<file path="config.mk">
export PLATFORM = sky130hd
export DESIGN_NAME = key_debounce_repeat_fifo
export DESIGN_NICKNAME = d
export VERILOG_FILES = /design/src/hw/rtl/kdr_pkg.sv /design/src/hw/rtl/kdr_filter.sv /design/src/hw/rtl/kdr_ring.sv /design/src/hw/rtl/kdr_outbuf.sv /design/src/hw/rtl/key_debounce_repeat_fifo.sv
export VERILOG_INCLUDE_DIRS = /design/src /design/src/hw/rtl
export SDC_FILE = /design/constraint.sdc
export NUM_CORES = 1
export LEC_CHECK = 0
export ABC_CLOCK_PERIOD_IN_PS = 7700
export CELL_PAD_IN_SITES_DETAIL_PLACEMENT = 2
export CELL_PAD_IN_SITES_GLOBAL_PLACEMENT = 2
export CORE_MARGIN = 8
export CORE_UTILIZATION = 44
export CTS_BUF_LIST = sky130_fd_sc_hd__clkbuf_16
export CTS_CLUSTER_DIAMETER = 50
export DETAILED_ROUTE_END_ITERATION = 12
export DONT_BUFFER_PORTS = 1
export GPL_TIMING_DRIVEN = 0
export PLACE_DENSITY = 0.83
export SLEW_MARGIN = 20
export SYNTH_ARGS = -nofsm -noshare
export SYNTH_HDL_FRONTEND = slang
export SYNTH_SLANG_ARGS = --single-unit
</file>
<file path="constraint.sdc">
create_clock -name i_clk -period 7.7 [get_ports i_clk]
set_clock_uncertainty 0.2 [all_clocks]
set_input_delay 0 -clock i_clk [delete_from_list [all_inputs] [get_ports i_clk]]
set_output_delay 0 -clock i_clk [all_outputs]
set_load 0.02 [all_outputs]
</file>
<file path="src/hw/rtl/key_debounce_repeat_fifo_macros.svh">
// assertion macros for the keypad debounce / auto-repeat block
// used by key_debounce_repeat_fifo.sv; no other dependencies
`ifndef KEY_DEBOUNCE_REPEAT_FIFO_MACROS_SVH
`define KEY_DEBOUNCE_REPEAT_FIFO_MACROS_SVH

`ifndef SYNTHESIS

// same-cycle implication
`define KDR_ASSERT_IMP(lbl, clk, rst_n, ante, cons) \
    lbl: assert property (@(posedge clk) disable iff (!rst_n) (ante) |-> (cons)) \
        else $error("kdr assertion failed");

// next-cycle implication
`define KDR_ASSERT_NXT(lbl, clk, rst_n, ante, cons) \
    lbl: assert property (@(posedge clk) disable iff (!rst_n) (ante) |=> (cons)) \
        else $error("kdr assertion failed");

`else

`define KDR_ASSERT_IMP(lbl, clk, rst_n, ante, cons)
`define KDR_ASSERT_NXT(lbl, clk, rst_n, ante, cons)

`endif

`endif

</file>
<file path="src/hw/rtl/kdr_pkg.sv">
// shared types, constants and the key code table of the keypad block
// no dependencies
package kdr_pkg;

    localparam int unsigned QUEUE_DEPTH_DEF = 32;
    localparam int unsigned BUF_DEPTH       = 4;
    localparam int unsigned BUF_AW          = $clog2(BUF_DEPTH);
    localparam int unsigned BUF_LW          = BUF_AW + 1;

    localparam logic [3:0]  IDLE_PATTERN       = 4'hF;
    localparam logic [7:0]  DEBOUNCE_LIMIT_RST = 8'd20;
    localparam logic [15:0] REPEAT_DELAY_RST   = 16'd700;
    localparam logic [7:0]  REPEAT_INTV_RST    = 8'd50;

    // register indexes
    localparam logic [1:0] CFG_DEBOUNCE_LIMIT = 2'd0;
    localparam logic [1:0] CFG_REPEAT_DELAY   = 2'd1;
    localparam logic [1:0] CFG_REPEAT_INTV    = 2'd2;

    // item modes
    localparam logic MODE_TICK = 1'b0;
    localparam logic MODE_POP  = 1'b1;

    // priority map from active-low pin pattern to key code
    localparam logic [2:0] CODE_TABLE [16] = '{
        3'd1, 3'd2, 3'd1, 3'd3,
        3'd1, 3'd2, 3'd1, 3'd4,
        3'd1, 3'd2, 3'd1, 3'd3,
        3'd1, 3'd2, 3'd1, 3'd0
    };

    typedef struct packed {
        logic [7:0]  debounce_limit;
        logic [15:0] repeat_delay;
        logic [7:0]  repeat_intv;
    } t_cfg;

    typedef struct packed {
        logic       valid;
        logic [2:0] code;
    } t_push;

    typedef struct packed {
        logic       read_valid;
        logic [2:0] read_code;
        logic [4:0] queued_count;
        logic [2:0] current_code;
    } t_result;

    function automatic logic [2:0] code_of(input logic [3:0] pattern);
        return CODE_TABLE[pattern];
    endfunction

endpackage

</file>
<file path="src/hw/rtl/kdr_filter.sv">
// debounce filter and auto-repeat timing of the keypad block
// depends on kdr_pkg
module kdr_filter (
    input  logic                i_clk,
    input  logic                i_rst_n,
    input  logic                i_tick,
    input  logic [3:0]          i_pins,
    input  kdr_pkg::t_cfg       i_cfg,
    output kdr_pkg::t_push      o_push,
    output logic [2:0]          o_cur_code
);
    import kdr_pkg::*;

    logic [3:0]  r_stable, n_stable;
    logic [7:0]  r_fc, n_fc;
    logic        r_held, n_held;
    logic [15:0] r_dc, n_dc;
    logic [7:0]  r_rc, n_rc;
    logic [7:0]  w_fc_inc;
    logic [15:0] w_dc_inc;
    logic [2:0]  w_code;

    assign w_code     = code_of(n_stable);
    assign o_cur_code = w_code;

    always_comb begin
        n_stable    = r_stable;
        n_fc        = r_fc;
        n_held      = r_held;
        n_dc        = r_dc;
        n_rc        = r_rc;
        w_fc_inc    = r_fc;
        w_dc_inc    = r_dc;
        o_push      = '0;
        if (i_tick) begin
            // up/down filter on the raw pattern
            if (i_pins != r_stable) begin
                w_fc_inc = (r_fc < i_cfg.debounce_limit) ? r_fc + 8'd1 : r_fc;
                if (w_fc_inc >= i_cfg.debounce_limit) begin
                    n_stable = i_pins;
                    n_fc     = '0;
                end else begin
                    n_fc = w_fc_inc;
                end
            end else if (r_fc != '0) begin
                n_fc = r_fc - 8'd1;
            end
            // press / hold / release
            if (r_held) begin
                if (n_stable != IDLE_PATTERN) begin
                    w_dc_inc = (r_dc < i_cfg.repeat_delay) ? r_dc + 16'd1 : r_dc;
                    n_dc     = w_dc_inc;
                    if (w_dc_inc >= i_cfg.repeat_delay) begin
                        if (r_rc < i_cfg.repeat_intv) begin
                            n_rc = r_rc + 8'd1;
                        end else begin
                            n_rc         = '0;
                            o_push.valid = 1'b1;
                        end
                    end
                end else begin
                    n_dc   = '0;
                    n_rc   = '0;
                    n_held = 1'b0;
                end
            end else if (n_stable != IDLE_PATTERN) begin
                n_held       = 1'b1;
                n_dc         = '0;
                n_rc         = '0;
                o_push.valid = 1'b1;
            end
        end
        o_push.code = code_of(n_stable);
    end

    always_ff @(posedge i_clk) begin
        if (!i_rst_n) begin
            r_stable <= IDLE_PATTERN;
            r_fc     <= '0;
            r_held   <= 1'b0;
            r_dc     <= '0;
            r_rc     <= '0;
        end else begin
            r_stable <= n_stable;
            r_fc     <= n_fc;
            r_held   <= n_held;
            r_dc     <= n_dc;
            r_rc     <= n_rc;
        end
    end

endmodule

</file>
<file path="src/hw/rtl/kdr_ring.sv">
// key code ring queue: memory, read/write pointers and fill count
// depends on kdr_pkg
module kdr_ring #(
    parameter int unsigned QUEUE_DEPTH = kdr_pkg::QUEUE_DEPTH_DEF,
    localparam int unsigned AW = $clog2(QUEUE_DEPTH)
) (
    input  logic                i_clk,
    input  logic                i_rst_n,
    input  kdr_pkg::t_push      i_push,
    input  logic                i_pop,
    output logic                o_pop_ok,
    output logic [2:0]          o_rd_code,
    output logic [AW-1:0]       o_level,
    output logic [4:0]          o_queued
);
    import kdr_pkg::*;

    localparam logic [AW-1:0] LAST = AW'(QUEUE_DEPTH - 1);

    logic [2:0]    r_ring [QUEUE_DEPTH];
    logic [2:0]    r_q;
    logic [AW-1:0] r_rd, n_rd;
    logic [AW-1:0] r_wr, n_wr;
    logic [AW-1:0] w_rd_addr, w_wr_addr;
    logic          w_push_ok;

    function automatic logic [AW-1:0] next_idx(input logic [AW-1:0] idx);
        return (idx == LAST) ? '0 : idx + AW'(1);
    endfunction

    function automatic logic [AW-1:0] fill(input logic [AW-1:0] rd, input logic [AW-1:0] wr);
        logic [AW:0] t;
        t = (rd > wr) ? (AW+1)'(QUEUE_DEPTH) - {1'b0, rd} + {1'b0, wr}
                      : {1'b0, wr} - {1'b0, rd};
        return t[AW-1:0];
    endfunction

    assign w_rd_addr = next_idx(r_rd);
    assign w_wr_addr = next_idx(r_wr);
    assign o_pop_ok  = i_pop && (r_wr != r_rd);
    // drop on full, one slot always kept free
    assign w_push_ok = i_push.valid && (w_wr_addr != r_rd);
    assign n_rd      = o_pop_ok  ? w_rd_addr : r_rd;
    assign n_wr      = w_push_ok ? w_wr_addr : r_wr;
    assign o_level   = fill(r_rd, r_wr);
    assign o_queued  = 5'(fill(n_rd, n_wr));
    assign o_rd_code = r_q;

    always_ff @(posedge i_clk) begin
        if (w_push_ok) begin
            r_ring[w_wr_addr] <= i_push.code;
        end
    end

    always_ff @(posedge i_clk) begin
        if (o_pop_ok) begin
            r_q <= r_ring[w_rd_addr];
        end
    end

    always_ff @(posedge i_clk) begin
        if (!i_rst_n) begin
            r_rd <= '0;
            r_wr <= '0;
        end else begin
            r_rd <= n_rd;
            r_wr <= n_wr;
        end
    end

endmodule

</file>
<file path="src/hw/rtl/kdr_outbuf.sv">
// small result queue that decouples the result channel from the pipeline
// depends on kdr_pkg
module kdr_outbuf (
    input  logic                        i_clk,
    input  logic                        i_rst_n,
    input  logic                        i_push,
    input  kdr_pkg::t_result            i_data,
    output logic                        o_valid,
    input  logic                        i_ready,
    output kdr_pkg::t_result            o_data,
    output logic [kdr_pkg::BUF_LW-1:0]  o_level
);
    import kdr_pkg::*;

    t_result           r_buf [BUF_DEPTH];
    logic [BUF_AW-1:0] r_wp;
    logic [BUF_AW-1:0] r_rp;
    logic [BUF_LW-1:0] r_level;
    logic              w_pop;

    assign o_valid = (r_level != '0);
    assign w_pop   = o_valid && i_ready;
    assign o_data  = r_buf[r_rp];
    assign o_level = r_level;

    always_ff @(posedge i_clk) begin
        if (i_push) begin
            r_buf[r_wp] <= i_data;
        end
    end

    always_ff @(posedge i_clk) begin
        if (!i_rst_n) begin
            r_wp    <= '0;
            r_rp    <= '0;
            r_level <= '0;
        end else begin
            if (i_push) begin
                r_wp <= r_wp + BUF_AW'(1);
            end
            if (w_pop) begin
                r_rp <= r_rp + BUF_AW'(1);
            end
            r_level <= r_level + BUF_LW'(i_push) - BUF_LW'(w_pop);
        end
    end

endmodule

</file>
<file path="src/hw/rtl/key_debounce_repeat_fifo.sv">
// Four-key keypad qualifier: debounce, auto-repeat and a queue of key codes.
// Input channel (i_valid/o_ready) carries beats of {i_mode, i_pins}: mode tick
// samples the active-low pins, mode pop takes one code from the queue.
// Result channel (o_valid/i_ready) returns one beat per input beat, in order:
// popped code and its valid flag, queue fill after the beat, current key code.
// Config: i_cfg_we writes i_cfg_data into register i_cfg_idx (0 debounce
// limit, 1 repeat delay, 2 repeat interval) at once; other indexes are ignored.
// Throughput: one beat per cycle while o_ready is high. A beat accepted on the
// input channel passes the stage register, loaded together with the queue memory
// read, and then the result queue before it is shown on o_valid.
// Stall: a four-entry result queue absorbs beats in flight; o_ready drops only
// when it and the stage register hold four results. o_ready does not depend
// on i_ready in the same cycle.
// Reset (synchronous, i_rst_n low): all-released pattern, counters and queue
// pointers cleared, registers back to 20/700/50; o_ready rises in the cycle
// after reset is released. The code memory itself is not cleared.
`include "key_debounce_repeat_fifo_macros.svh"
module key_debounce_repeat_fifo #(
    parameter int unsigned QUEUE_DEPTH = kdr_pkg::QUEUE_DEPTH_DEF
) (
    input  logic        i_clk,
    input  logic        i_rst_n,
    // input channel
    input  logic        i_valid,
    output logic        o_ready,
    input  logic        i_mode,
    input  logic [3:0]  i_pins,
    // result channel
    output logic        o_valid,
    input  logic        i_ready,
    output logic        o_read_valid,
    output logic [2:0]  o_read_code,
    output logic [4:0]  o_queued_count,
    output logic [2:0]  o_current_code,
    // config write port
    input  logic        i_cfg_we,
    input  logic [1:0]  i_cfg_idx,
    input  logic [15:0] i_cfg_data
);
    import kdr_pkg::*;

    localparam int unsigned   AW        = $clog2(QUEUE_DEPTH);
    localparam logic [AW-1:0] RING_LAST = AW'(QUEUE_DEPTH - 1);

    t_cfg              r_cfg;
    logic              r_run;
    logic              w_in_acc;
    logic              w_tick;
    logic              w_pop_req;
    t_push             w_push;
    logic [2:0]        w_cur_code;
    logic              w_pop_ok;
    logic [2:0]        w_rd_code;
    logic [AW-1:0]     w_ring_level;
    logic [4:0]        w_queued;
    logic [BUF_LW-1:0] w_buf_level;
    t_result           w_p_res;
    t_result           w_out;

    // stage register between item logic and result queue
    logic              r_p_valid;
    logic              r_p_pop;
    logic [4:0]        r_p_count;
    logic [2:0]        r_p_cur;

    // accept only when every result in flight has a slot waiting
    assign o_ready   = r_run &&
                       ((BUF_LW'(w_buf_level) + BUF_LW'(r_p_valid)) < BUF_LW'(BUF_DEPTH));
    assign w_in_acc  = i_valid && o_ready;
    assign w_tick    = w_in_acc && (i_mode == MODE_TICK);
    assign w_pop_req = w_in_acc && (i_mode == MODE_POP);

    // config registers
    always_ff @(posedge i_clk) begin
        if (!i_rst_n) begin
            r_cfg.debounce_limit <= DEBOUNCE_LIMIT_RST;
            r_cfg.repeat_delay   <= REPEAT_DELAY_RST;
            r_cfg.repeat_intv    <= REPEAT_INTV_RST;
            r_run                <= 1'b0;
        end else begin
            r_run <= 1'b1;
            if (i_cfg_we) begin
                unique case (i_cfg_idx)
                    CFG_DEBOUNCE_LIMIT: r_cfg.debounce_limit <= i_cfg_data[7:0];
                    CFG_REPEAT_DELAY:   r_cfg.repeat_delay   <= i_cfg_data;
                    CFG_REPEAT_INTV:    r_cfg.repeat_intv    <= i_cfg_data[7:0];
                    default: begin
                        // unknown index: no register
                    end
                endcase
            end
        end
    end

    kdr_filter u_filter (
        .i_clk      (i_clk),
        .i_rst_n    (i_rst_n),
        .i_tick     (w_tick),
        .i_pins     (i_pins),
        .i_cfg      (r_cfg),
        .o_push     (w_push),
        .o_cur_code (w_cur_code)
    );

    kdr_ring #(
        .QUEUE_DEPTH (QUEUE_DEPTH)
    ) u_ring (
        .i_clk     (i_clk),
        .i_rst_n   (i_rst_n),
        .i_push    (w_push),
        .i_pop     (w_pop_req),
        .o_pop_ok  (w_pop_ok),
        .o_rd_code (w_rd_code),
        .o_level   (w_ring_level),
        .o_queued  (w_queued)
    );

    // stage register; memory read data lands in the ring at the same edge
    always_ff @(posedge i_clk) begin
        if (!i_rst_n) begin
            r_p_valid <= 1'b0;
        end else begin
            r_p_valid <= w_in_acc;
        end
    end

    always_ff @(posedge i_clk) begin
        if (w_in_acc) begin
            r_p_pop   <= w_pop_ok;
            r_p_count <= w_queued;
            r_p_cur   <= w_cur_code;
        end
    end

    always_comb begin
        w_p_res.read_valid   = r_p_pop;
        w_p_res.read_code    = r_p_pop ? w_rd_code : 3'd0;
        w_p_res.queued_count = r_p_count;
        w_p_res.current_code = r_p_cur;
    end

    kdr_outbuf u_outbuf (
        .i_clk   (i_clk),
        .i_rst_n (i_rst_n),
        .i_push  (r_p_valid),
        .i_data  (w_p_res),
        .o_valid (o_valid),
        .i_ready (i_ready),
        .o_data  (w_out),
        .o_level (w_buf_level)
    );

    assign o_read_valid   = w_out.read_valid;
    assign o_read_code    = w_out.read_code;
    assign o_queued_count = w_out.queued_count;
    assign o_current_code = w_out.current_code;

    // every accepted beat reaches the stage register next cycle
    `KDR_ASSERT_NXT(a_acc_to_stage, i_clk, i_rst_n, w_in_acc, r_p_valid)
    // a full result queue never receives another result
    `KDR_ASSERT_IMP(a_buf_no_overflow, i_clk, i_rst_n, w_buf_level == BUF_LW'(BUF_DEPTH), !r_p_valid)
    // pop from an empty queue reports no code
    `KDR_ASSERT_NXT(a_empty_pop, i_clk, i_rst_n, w_pop_req && (w_ring_level == '0), r_p_valid && !r_p_pop)
    // ring never fills its last slot
    `KDR_ASSERT_IMP(a_ring_fill, i_clk, i_rst_n, 1'b1, w_ring_level <= RING_LAST)

endmodule
</file>
==> results.sh, run 1 <==
export IMPL_viasPerCell=6.48
export IMPL_wl_per_cell_um=33.8
export IMPL_avgSynthCellArea_sq_um=11.9
export IMPL_fillerInstances=2546
export IMPL_fin_tns_setup_ns=0
export IMPL_root_buffer="clkbuf_16"
export IMPL_synth_area_sq_mm=0.0120
export IMPL_clk_path_buf_depth=3
export IMPL_cp_start_kind="flop"
export IMPL_rows=60
export IMPL_crit_type="flop to flop"
export IMPL_grt_overflow=0
export IMPL_syn_to_final_growth_pct=17.5
export IMPL_place_ws_ns=0.130
export IMPL_clkLatencyLatePin_ns=0.53
export IMPL_antenna_found_initial=1
export IMPL_path_max_fanout=9
export IMPL_synth_ff_type="edfxtp_1"
export IMPL_grt_pass1_wl_mm=73.2
export IMPL_status="finished, violations left"
export IMPL_fin_nets=1188
export IMPL_fin_cells=1449
export IMPL_min_period_over_period=0.977
export IMPL_yosys_warnings=0
export IMPL_vias=9387
export IMPL_dieArea_sq_mm=0.0328
export IMPL_p_leak_nw=5.25
export IMPL_timing_final_ws_setup_ns=0.174
export IMPL_hpwl_mm=27.9
export IMPL_gp_congestion=0.788
export IMPL_relSlewSlack=0.351
export IMPL_first_pass_iters=6
export IMPL_hold_violations=1
export IMPL_cts_made_buffers=34
export IMPL_ant_nets=0
export IMPL_routed_wl_mm=49.0
export IMPL_die_y_um=181
export IMPL_yosysSeqAreaShare=0.540
export IMPL_die_w_um=181
export IMPL_violations="hold timing"
export IMPL_regArea_sq_mm=0.00649
export IMPL_core_area_sq_mm=0.0269
export IMPL_crit_arrival_ns=7.58
export IMPL_irDropWorstVdd_v=0.000140
export IMPL_io_pins=42
export IMPL_post_route_drc_count=0
export IMPL_cts_tree="yes"
export IMPL_crit_path_end_kind="flop"
export IMPL_synth_edf_count=156
export IMPL_htree_levels=2
export IMPL_multiInputGateArea_sq_mm=0.00524
export IMPL_rsz0062_at_grt="no"
export IMPL_first_global_vias=10800
export IMPL_ys_ff_latch=246
export IMPL_drt_iter0_drc=778
export IMPL_period_needed_ns=7.53
export IMPL_worstMarginPinSlew_ns=0.973
export IMPL_synth_fp_nets=1113
export IMPL_initial_core_util=0.447
export IMPL_place_area_sq_mm=0.0125
export IMPL_cap_violations=0
export IMPL_power_density_mw_per_mm2=251
export IMPL_clkTransAtPathRegs_ns=0.07
export IMPL_synthArstFlopShare=0
export IMPL_fmax_ghz=0.133
export IMPL_synth_distinct_cells=60
export IMPL_grtUsageTotal=0.297
export IMPL_finalMaxSlewViolations=0
export IMPL_clock_sinks=246
export IMPL_final_area_sq_mm=0.0141
export IMPL_drive_above_1_share=0.112
export IMPL_required_ns=7.76
export IMPL_setup_violations=0
export IMPL_io_buffers=0
export IMPL_dp_cells=1350
export IMPL_cts_setup_buffers=0
export IMPL_hold_ws_ns=-0.00514
export IMPL_grt_max_degree=32
export IMPL_postSynthCellCount=1006
export IMPL_hold_class="primary input to flop"
==> power breakdown <==
group	switching (W)	internal (W)
clock network	0.000671	0.00103
registers	0.0000340	0.00143
logic	0.000238	0.000126
total	0.000943	0.00259
==> state kept, by name, indices dropped and copies added, names as in the netlist, 4 cells and up, named ones only <==
name               cells
r_p_count              5
u_ring.r_wr            5
u_ring.r_rd            5
u_filter.r_dc         16
u_filter.r_stable      4
u_outbuf.r_buf        48
u_ring.r_ring         96
u_filter.r_rc          8
r_cfg                 32
u_filter.r_fc          8
==> critical path: stages (launching register included) <==
cell and delay, ns:
dfxtp_1 0.53, ha_1 0.34, nand2_1 0.09, nor2_1 0.05, a211oi_1 0.33, o21ai_1 0.19
a211o_1 0.49, or3_1 0.47, xnor2_1 0.17, ha_1 0.33, o21ai_0 0.27, nor2_1 0.14
a211oi_4 0.45, or3_4 0.27, nand3_2 0.19, a311oi_4 0.60, mux2i_1 0.56, ha_1 0.31
inv_1 0.12, fa_1 0.43, a21o_1 0.19, a21oi_1 0.22, xnor2_1 0.17, xnor2_1 0.13
==> metal layers <==
layer	part of all wire	track usage	routed length, um
met5	0	0	0
met3	0.051	0.0528	2490
met1	0.37	0.322	18100
met2	0.51	0.533	25000
met4	0.068	0.184	3320
==> cells by family (layout without fill, tap and decap cells) <==
family	after synthesis	count (layout)	share of synthesized area
simple gates	311	311	0.125
flops	246	246	0.540
compound gates	152	152	0.0815
buf+inv	91	191	0.0292
fa+ha+maj	79	79	0.0829
mux	74	74	0.103
xor+xnor	53	53	0.0386
other cells	0	2	0
==> worst paths after layout <==
check                                 from                     end  slack, ns  cells after the start
min                          i_cfg_data[8]  r_cfg[16]$_SDFFE_PN0P_     -0.005                      3
min reg2reg         r_cfg[16]$_SDFFE_PN0P_  r_cfg[16]$_SDFFE_PN0P_       0.27                      2
max          u_filter.r_fc[6]$_SDFFE_PN0P_  r_p_count[4]$_DFFE_PP_       0.17                     23
max reg2reg  u_filter.r_fc[6]$_SDFFE_PN0P_  r_p_count[4]$_DFFE_PP_       0.17                     23
==> repair_timing <==
action,4_1_cts,5_1_grt
endpoints found under the hold margin,161,0
hold buffers,36,0
gates resized for setup,1,5
pin swaps,0,0
cloned,0,0
setup endpoints to repair,1,1
==> final cells by class <==
type | count | share of cell area
multi-input cells | 669 | 0.372
clock buffers | 35 | 0.0621
plain buffers | 37 | 0.0106
flip-flops and latches | 246 | 0.460
well taps | 341 | 0.0302
diodes | 2 | 0.000355
inverters | 54 | 0.0144
repair buffers | 39 | 0.0305
clock inverters | 26 | 0.0206
==> placed cells by master, fill, tap and decap left out, drive strengths merged, types with 13 or more instances in the layout <==
master / synthesis / final
edfxtp: 156 / 156
nand2: 92 / 92
nor2: 91 / 91
dfxtp: 90 / 90
ha: 78 / 78
inv: 53 / 64
clkbuf: 27 / 62
a21oi: 48 / 48
mux4: 39 / 39
dlygate4sd3: 0 / 36
xnor2: 35 / 35
o21ai: 32 / 32
mux2i: 28 / 28
nand3: 22 / 22
and2: 19 / 19
xor2: 18 / 18
a31oi: 18 / 18
nand4: 17 / 17
and3: 15 / 15
nor3: 15 / 15
buf: 10 / 13
==> stage by stage <==
| step | utilization | power [W] |
|---|---|---|
| after floorplan | - | 0.00170 |
| final | 0.525 | 0.00354 |
| after detailed placement | 0.467 | 0.00180 |
| after CTS | 0.524 | 0.00350 |
| after global placement | 0.463 | 0.00177 |
| after global routing | 0.525 | 0.00361 |
==> cells in the mapped netlist, types with 17 or more instances <==
library cell | instances | area [sq um]
edfxtp_1 | 156 | 4680
nand2_1 | 92 | 345
dfxtp_1 | 90 | 1800
nor2_1 | 90 | 338
ha_1 | 78 | 976
inv_1 | 53 | 199
a21oi_1 | 48 | 240
mux4_2 | 39 | 878
xnor2_1 | 35 | 307
o21ai_0 | 29 | 145
mux2i_1 | 28 | 280
clkbuf_1 | 27 | 101
nand3_1 | 21 | 105
a31oi_1 | 18 | 113
and2_1 | 18 | 113
xor2_1 | 18 | 158
nand4_1 | 17 | 106
No activity file was read; power rests on OpenSTA's default activity.
==> run 2, diff against run 1 <==
==> constraint.sdc (replaced) <==
create_clock -name i_clk -period 7.7 [get_ports i_clk]
set_clock_uncertainty 0.2 [all_clocks]
set_input_delay 1.155 -clock i_clk [delete_from_list [all_inputs] [get_ports i_clk]]
set_output_delay 1.155 -clock i_clk [all_outputs]
set_load 0.02 [all_outputs]
==> results.sh, run 2 (synthesis results as in run 1) <==
export IMPL_period_needed_ns=7.43
export IMPL_htree_levels=2
export IMPL_first_pass_iters=5
export IMPL_fin_cells=1411
export IMPL_fin_tns_setup_ns=0
export IMPL_rsz0062_at_grt="no"
export IMPL_hold_path_depth=2
export IMPL_crit_type="flop to flop"
export IMPL_fillerInstances=2552
export IMPL_num_antenna_cells=0
export IMPL_clock_sinks=246
export IMPL_largest_register_ffs=96
export IMPL_layout_commonest_cell="edfxtp_1"
export IMPL_power_frac_comb=0.096
export IMPL_multiInputGateArea_sq_mm=0.00524
export IMPL_min_from="r_cfg[16]$_SDFFE_PN0P_"
export IMPL_hold_violations=0
export IMPL_place_ws_ns=0.130
export IMPL_relSlewSlack=0.256
export IMPL_p_sw_w=0.000890
export IMPL_fin_nets=1152
export IMPL_hpwl_mm=27.9
export IMPL_antenna_found_initial=1
export IMPL_drt_iter0_drc=670
export IMPL_irDropWorstVdd_v=0.000125
export IMPL_clkTransAtPathRegs_ns=0.07
export IMPL_cts_made_buffers=34
export IMPL_wl_per_cell_um=31.2
export IMPL_clk_path_buf_depth=3
export IMPL_hold_class="flop to flop"
export IMPL_timing_rr_end="r_p_count[4]$_DFFE_PP_"
export IMPL_post_route_drc_count=0
export IMPL_hold_buffers=0
export IMPL_p_sw_frac=0.256
export IMPL_p_int_w=0.00258
export IMPL_dp_cells=1350
export IMPL_power_density_mw_per_mm2=253
export IMPL_gp_congestion=0.788
export IMPL_vias=8846
export IMPL_syn_to_final_growth_pct=14.4
export IMPL_seq_power_share=0.422
export IMPL_viasPerCell=6.27
export IMPL_crit_arrival_ns=7.49
export IMPL_fmax_ghz=0.135
export IMPL_grt_max_degree=32
export IMPL_routed_wl_mm=44.1
export IMPL_reg2reg_slack_ns=0.27
export IMPL_required_ns=7.76
export IMPL_top_register="u_ring.r_ring"
export IMPL_first_global_vias=10200
export IMPL_p_leak_nw=5.11
export IMPL_min_period_over_period=0.965
export IMPL_hold_end="r_cfg[16]$_SDFFE_PN0P_"
export IMPL_timing_final_ws_setup_ns=0.271
export IMPL_worstMarginPinSlew_ns=1.11
export IMPL_rows=60
export IMPL_clkLatencyLatePin_ns=0.52
export IMPL_grt_pass1_wl_mm=67.3
export IMPL_core_area_sq_mm=0.0269
export IMPL_initial_core_util=0.447
export IMPL_ant_nets=0
export IMPL_root_buffer="clkbuf_16"
export IMPL_grtUsageTotal=0.269
export IMPL_clkPwrFrac=0.481
export IMPL_regArea_sq_mm=0.00649
export IMPL_cts_tree="yes"
export IMPL_r2r_start="r_cfg[13]$_SDFFE_PN1P_"
export IMPL_cap_violations=0
export IMPL_crit_path_end_kind="flop"
export IMPL_grt_overflow=0
export IMPL_finalMaxSlewViolations=0
export IMPL_path_max_fanout=10
export IMPL_drive_above_1_share=0.115
export IMPL_io_pins=42
export IMPL_layout_common_cells="156 x edfxtp_1, 92 x nand2_1, 90 x nor2_1, 90 x dfxtp_1, 78 x ha_1"
export IMPL_die_y_um=181
export IMPL_die_w_um=181
export IMPL_setup_violations=0
export IMPL_status="completed"
export IMPL_reg2reg_depth=24
export IMPL_io_buffers=0
export IMPL_cp_start_kind="flop"
export IMPL_dieArea_sq_mm=0.0328
export IMPL_top_regs="u_ring.r_ring: 96 flops, u_outbuf.r_buf: 48 flops, r_cfg: 32 flops"
run 2: cell types whose count changed in the layout (fill, tap and decap cells not counted):
cell / change
nor3_1: +1
nor3_2: -1
dlygate4sd3_1: -36
diode_2: -2
run 2: cell type report:
type | instances | share of cell area
Inverter | 54 | 0.0148
Sequential cell | 246 | 0.472
Buffer | 37 | 0.0108
Timing Repair Buffer | 3 | 0.00510
Clock inverter | 26 | 0.0211
Tap cell | 341 | 0.0311
Clock buffer | 35 | 0.0637
Multi-Input combinational cell | 669 | 0.381
run 2: what timing repair did:
item,CTS,global route
endpoints found under the hold margin,0,0
setup endpoints to repair,1,1
gates resized for setup,1,4
gates cloned,0,0
setup buffers,0,0
run 2: through the flow:
step           power (W)   util  hold slack (ns)  area (sq um)
6_report         0.00347  0.511            0.269         13700
5_1_grt          0.00356  0.511            0.300         13700
4_1_cts          0.00349  0.511            0.270         13700
3_5_place_dp     0.00180  0.467            0.251         12500
3_3_place_gp     0.00177  0.463            0.244         12400
2_1_floorplan    0.00170      -            0.236         12000
run 2: critical path, cell delays in order (launching register included):
cell      delay (ns)
dfxtp_1         0.31
inv_1           0.08
ha_1            0.31
a21o_1          0.18
a211o_1         0.33
a31oi_1         0.18
a21oi_1         0.12
nor2_1          0.32
clkbuf_1        0.51
nand3_1         0.24
nor2_1          0.19
xor2_1          0.11
ha_1            0.36
nand4_1         0.24
o41ai_4         0.62
a21oi_1         0.20
a311oi_4        0.63
mux2i_1         0.51
ha_1            0.29
inv_1           0.12
fa_1            0.42
a21o_1          0.18
a21oi_1         0.21
xnor2_1         0.16
xnor2_1         0.13
run 2: worst max-delay path by stage:
stage / start / slack, ns / to / cells past startpoint
global placement: u_filter.r_fc[6]$_SDFFE_PN0P_ / 0.1 / u_ring.r_ring[28][2]$_DFFE_PP_ / 15
global route: r_cfg[13]$_SDFFE_PN1P_ / 0.02 / r_p_count[4]$_DFFE_PP_ / 24
CTS: r_cfg[13]$_SDFFE_PN1P_ / 0.10 / r_p_count[4]$_DFFE_PP_ / 23
detailed placement: r_cfg[13]$_SDFFE_PN1P_ / 0.13 / r_p_count[4]$_DFFE_PP_ / 23
finish: r_cfg[13]$_SDFFE_PN1P_ / 0.27 / r_p_count[4]$_DFFE_PP_ / 24
floorplan: r_cfg[13]$_SDFFE_PN1P_ / 2.21 / r_p_count[4]$_DFFE_PP_ / 23
run 2: power by group through the flow:
stage	sequential [W]	combinational [W]	clock, W
2_1_floorplan	0.00148	0.000225	0
3_3_place_gp	0.00148	0.000281	0
3_5_place_dp	0.00149	0.000312	0
4_1_cts	0.00147	0.000333	0.00169
5_1_grt	0.00147	0.000358	0.00173
6_report	0.00147	0.000335	0.00167
run 2: layer usage:
metal,track usage,vias up,share of wire
li1,-,3798,-
met1,0.306,4594,0.39
met2,0.488,324,0.52
met3,0.0383,128,0.043
met4,0.133,2,0.047
met5,0,-,0.00027
==> run 3, diff against run 2 <==
--- a/config.mk
+++ b/config.mk
@@ -17,6 +17,7 @@
 export DONT_BUFFER_PORTS = 1
 export GPL_TIMING_DRIVEN = 0
 export PLACE_DENSITY = 0.83
+export REMOVE_ABC_BUFFERS = 1
 export SLEW_MARGIN = 20
 export SYNTH_ARGS = -nofsm -noshare
 export SYNTH_HDL_FRONTEND = slang
==> results.sh, run 3 (synthesis results as in run 1) <==
export IMPL_htree_levels=1
export IMPL_crit_path_end_kind="flop"
export IMPL_cts_setup_buffers=0
export IMPL_vias=8150
export IMPL_period_needed_ns=7.22
export IMPL_cts_tree="yes"
export IMPL_dieArea_sq_mm=0.0328
export IMPL_required_ns=7.82
export IMPL_syn_to_final_growth_pct=12.4
export IMPL_gp_congestion=0.772
export IMPL_relSlewSlack=0.283
export IMPL_cap_violations=0
export IMPL_root_buffer="clkbuf_16"
export IMPL_antenna_found_initial=1
export IMPL_path_max_fanout=14
export IMPL_hold_end="r_cfg[14]$_SDFFE_PN0P_"
export IMPL_die_y_um=181
export IMPL_dp_cells=1319
export IMPL_clk_path_buf_depth=3
export IMPL_drt_iter0_drc=401
export IMPL_largest_register_ffs=96
export IMPL_initial_core_util=0.447
export IMPL_wl_per_cell_um=25.9
export IMPL_core_area_sq_mm=0.0269
export IMPL_status="completed"
export IMPL_grt_pass1_wl_mm=55.9
export IMPL_use_met2=0.400
export IMPL_met1_usage=0.252
export IMPL_top_regs="u_ring.r_ring: 96 flops, u_outbuf.r_buf: 48 flops, r_cfg: 32 flops"
export IMPL_cts_resized=0
export IMPL_rows=60
export IMPL_num_antenna_cells=0
export IMPL_setup_violations=0
export IMPL_irDropWorstVdd_v=0.000185
export IMPL_fillerInstances=2613
export IMPL_p_leak_nw=4.99
export IMPL_fin_tns_setup_ns=0
export IMPL_grtUsageTotal=0.217
export IMPL_cts_made_buffers=31
export IMPL_top_register="u_ring.r_ring"
export IMPL_reg2reg_depth=22
export IMPL_hold_class="flop to flop"
export IMPL_layout_commonest_cell="edfxtp_1"
export IMPL_hold_buffers=0
export IMPL_final_area_sq_mm=0.0135
export IMPL_post_route_drc_count=0
export IMPL_fmax_ghz=0.139
export IMPL_viasPerCell=5.92
export IMPL_r2r_start="u_filter.r_dc[2]$_SDFFE_PN0P_"
export IMPL_final_util=0.503
export IMPL_hold_violations=0
export IMPL_first_global_vias=9333
export IMPL_crit_arrival_ns=7.33
export IMPL_rsz0062_at_grt="no"
export IMPL_fin_nets=1118
export IMPL_ant_nets=0
export IMPL_routed_wl_mm=35.7
export IMPL_hold_ws_ns=0.264
export IMPL_die_w_um=181
export IMPL_first_pass_iters=4
export IMPL_fin_cells=1377
export IMPL_clkTransAtPathRegs_ns=0.06
export IMPL_place_area_sq_mm=0.0125
export IMPL_cp_start_kind="flop"
export IMPL_hold_path_depth=2
export IMPL_finalMaxSlewViolations=0
export IMPL_hpwl_mm=24.8
export IMPL_top_usage_layer="met2"
export IMPL_min_period_over_period=0.937
export IMPL_crit_type="flop to flop"
export IMPL_io_pins=42
export IMPL_grt_use_met3=0.0329
export IMPL_layout_common_cells="156 x edfxtp_1, 92 x nand2_1, 90 x dfxtp_1"
export IMPL_worstMarginPinSlew_ns=1.07
export IMPL_min_from="r_cfg[14]$_SDFFE_PN0P_"
export IMPL_io_buffers=0
export IMPL_clkLatencyLatePin_ns=0.58
export IMPL_grt_max_degree=33
export IMPL_timing_rr_end="r_p_count[4]$_DFFE_PP_"
export IMPL_grt_overflow=0
export IMPL_power_density_mw_per_mm2=235
export IMPL_clock_sinks=246
export IMPL_reg2reg_slack_ns=0.48
export IMPL_drive_above_1_share=0.118
-- run 3: cell count changes in the layout (fill, tap and decap cells not counted), moves of 2 or more --
cell	previous run	this run
nor3_1	15	13
inv_8	0	3
buf_12	0	2
buf_2	7	0
bufinv_16	6	2
clkbuf_16	35	31
nor2_1	90	87
buf_1	3	0
buf_4	0	2
clkbuf_1	26	0
nor3_2	0	2
buf_6	0	2
nor2_2	1	3
-- run 3: worst max path at each step --
stage / cells past startpoint / from / slack [ns] / endpoint
6_report: 22 / u_filter.r_dc[2]$_SDFFE_PN0P_ / 0.48 / r_p_count[4]$_DFFE_PP_
5_1_grt: 22 / u_filter.r_dc[2]$_SDFFE_PN0P_ / 0.14 / r_p_count[4]$_DFFE_PP_
4_1_cts: 22 / u_filter.r_dc[2]$_SDFFE_PN0P_ / 0.26 / r_p_count[4]$_DFFE_PP_
3_5_place_dp: 22 / u_filter.r_dc[2]$_SDFFE_PN0P_ / 0.54 / r_p_count[4]$_DFFE_PP_
3_3_place_gp: 14 / u_filter.r_fc[4]$_SDFFE_PN0P_ / -0.001 / u_ring.r_ring[8][2]$_DFFE_PP_
2_1_floorplan: 22 / r_cfg[13]$_SDFFE_PN1P_ / 1.88 / r_p_count[4]$_DFFE_PP_
-- run 3: cell type report --
class | instances | area [sq um] | area share
clock buffer | 31 | 776 | 0.0574
tap | 341 | 427 | 0.0316
timing repair buffer | 9 | 148 | 0.0109
clock inverter | 27 | 221 | 0.0164
multi-input combinational | 669 | 5250 | 0.388
sequential | 246 | 6490 | 0.480
inverter | 54 | 204 | 0.0151
-- run 3: worst max-delay path, stage by stage, from the launching register on --
cell and delay [ns]:
dfxtp_1 0.64, ha_1 0.35, a21oi_1 0.15, o21ai_0 0.17
a31oi_1 0.20, a21oi_1 0.15, nor3_2 0.52, buf_4 0.27
nand4_1 0.21, xnor2_1 0.22, ha_1 0.33, nand4_1 0.13
o41ai_1 0.67, a21oi_1 0.22, a311oi_4 0.62, mux2i_1 0.47
ha_1 0.24, inv_1 0.08, fa_1 0.41, a21o_1 0.19
a21oi_1 0.21, xnor2_1 0.18, xnor2_1 0.13
-- run 3: metal layers --
metal	vias up	routed length, um
li1	3730	-
met1	4168	14400
met2	177	18600
met3	73	1360
met4	2	1250
met5	-	15
-- run 3: through the flow --
stage          power [W]  setup slack (ns)
2_1_floorplan    0.00170              1.88
3_3_place_gp     0.00176          -0.00147
3_5_place_dp     0.00179             0.541
4_1_cts          0.00321             0.256
5_1_grt          0.00327             0.139
6_report         0.00318             0.484
-- run 3: report_power, final --
part           switching (W)  internal (W)  leakage (nW)
combinational       0.000176      0.000109          2.32
clock               0.000605      0.000812         0.524
sequential         0.0000420       0.00143          2.14
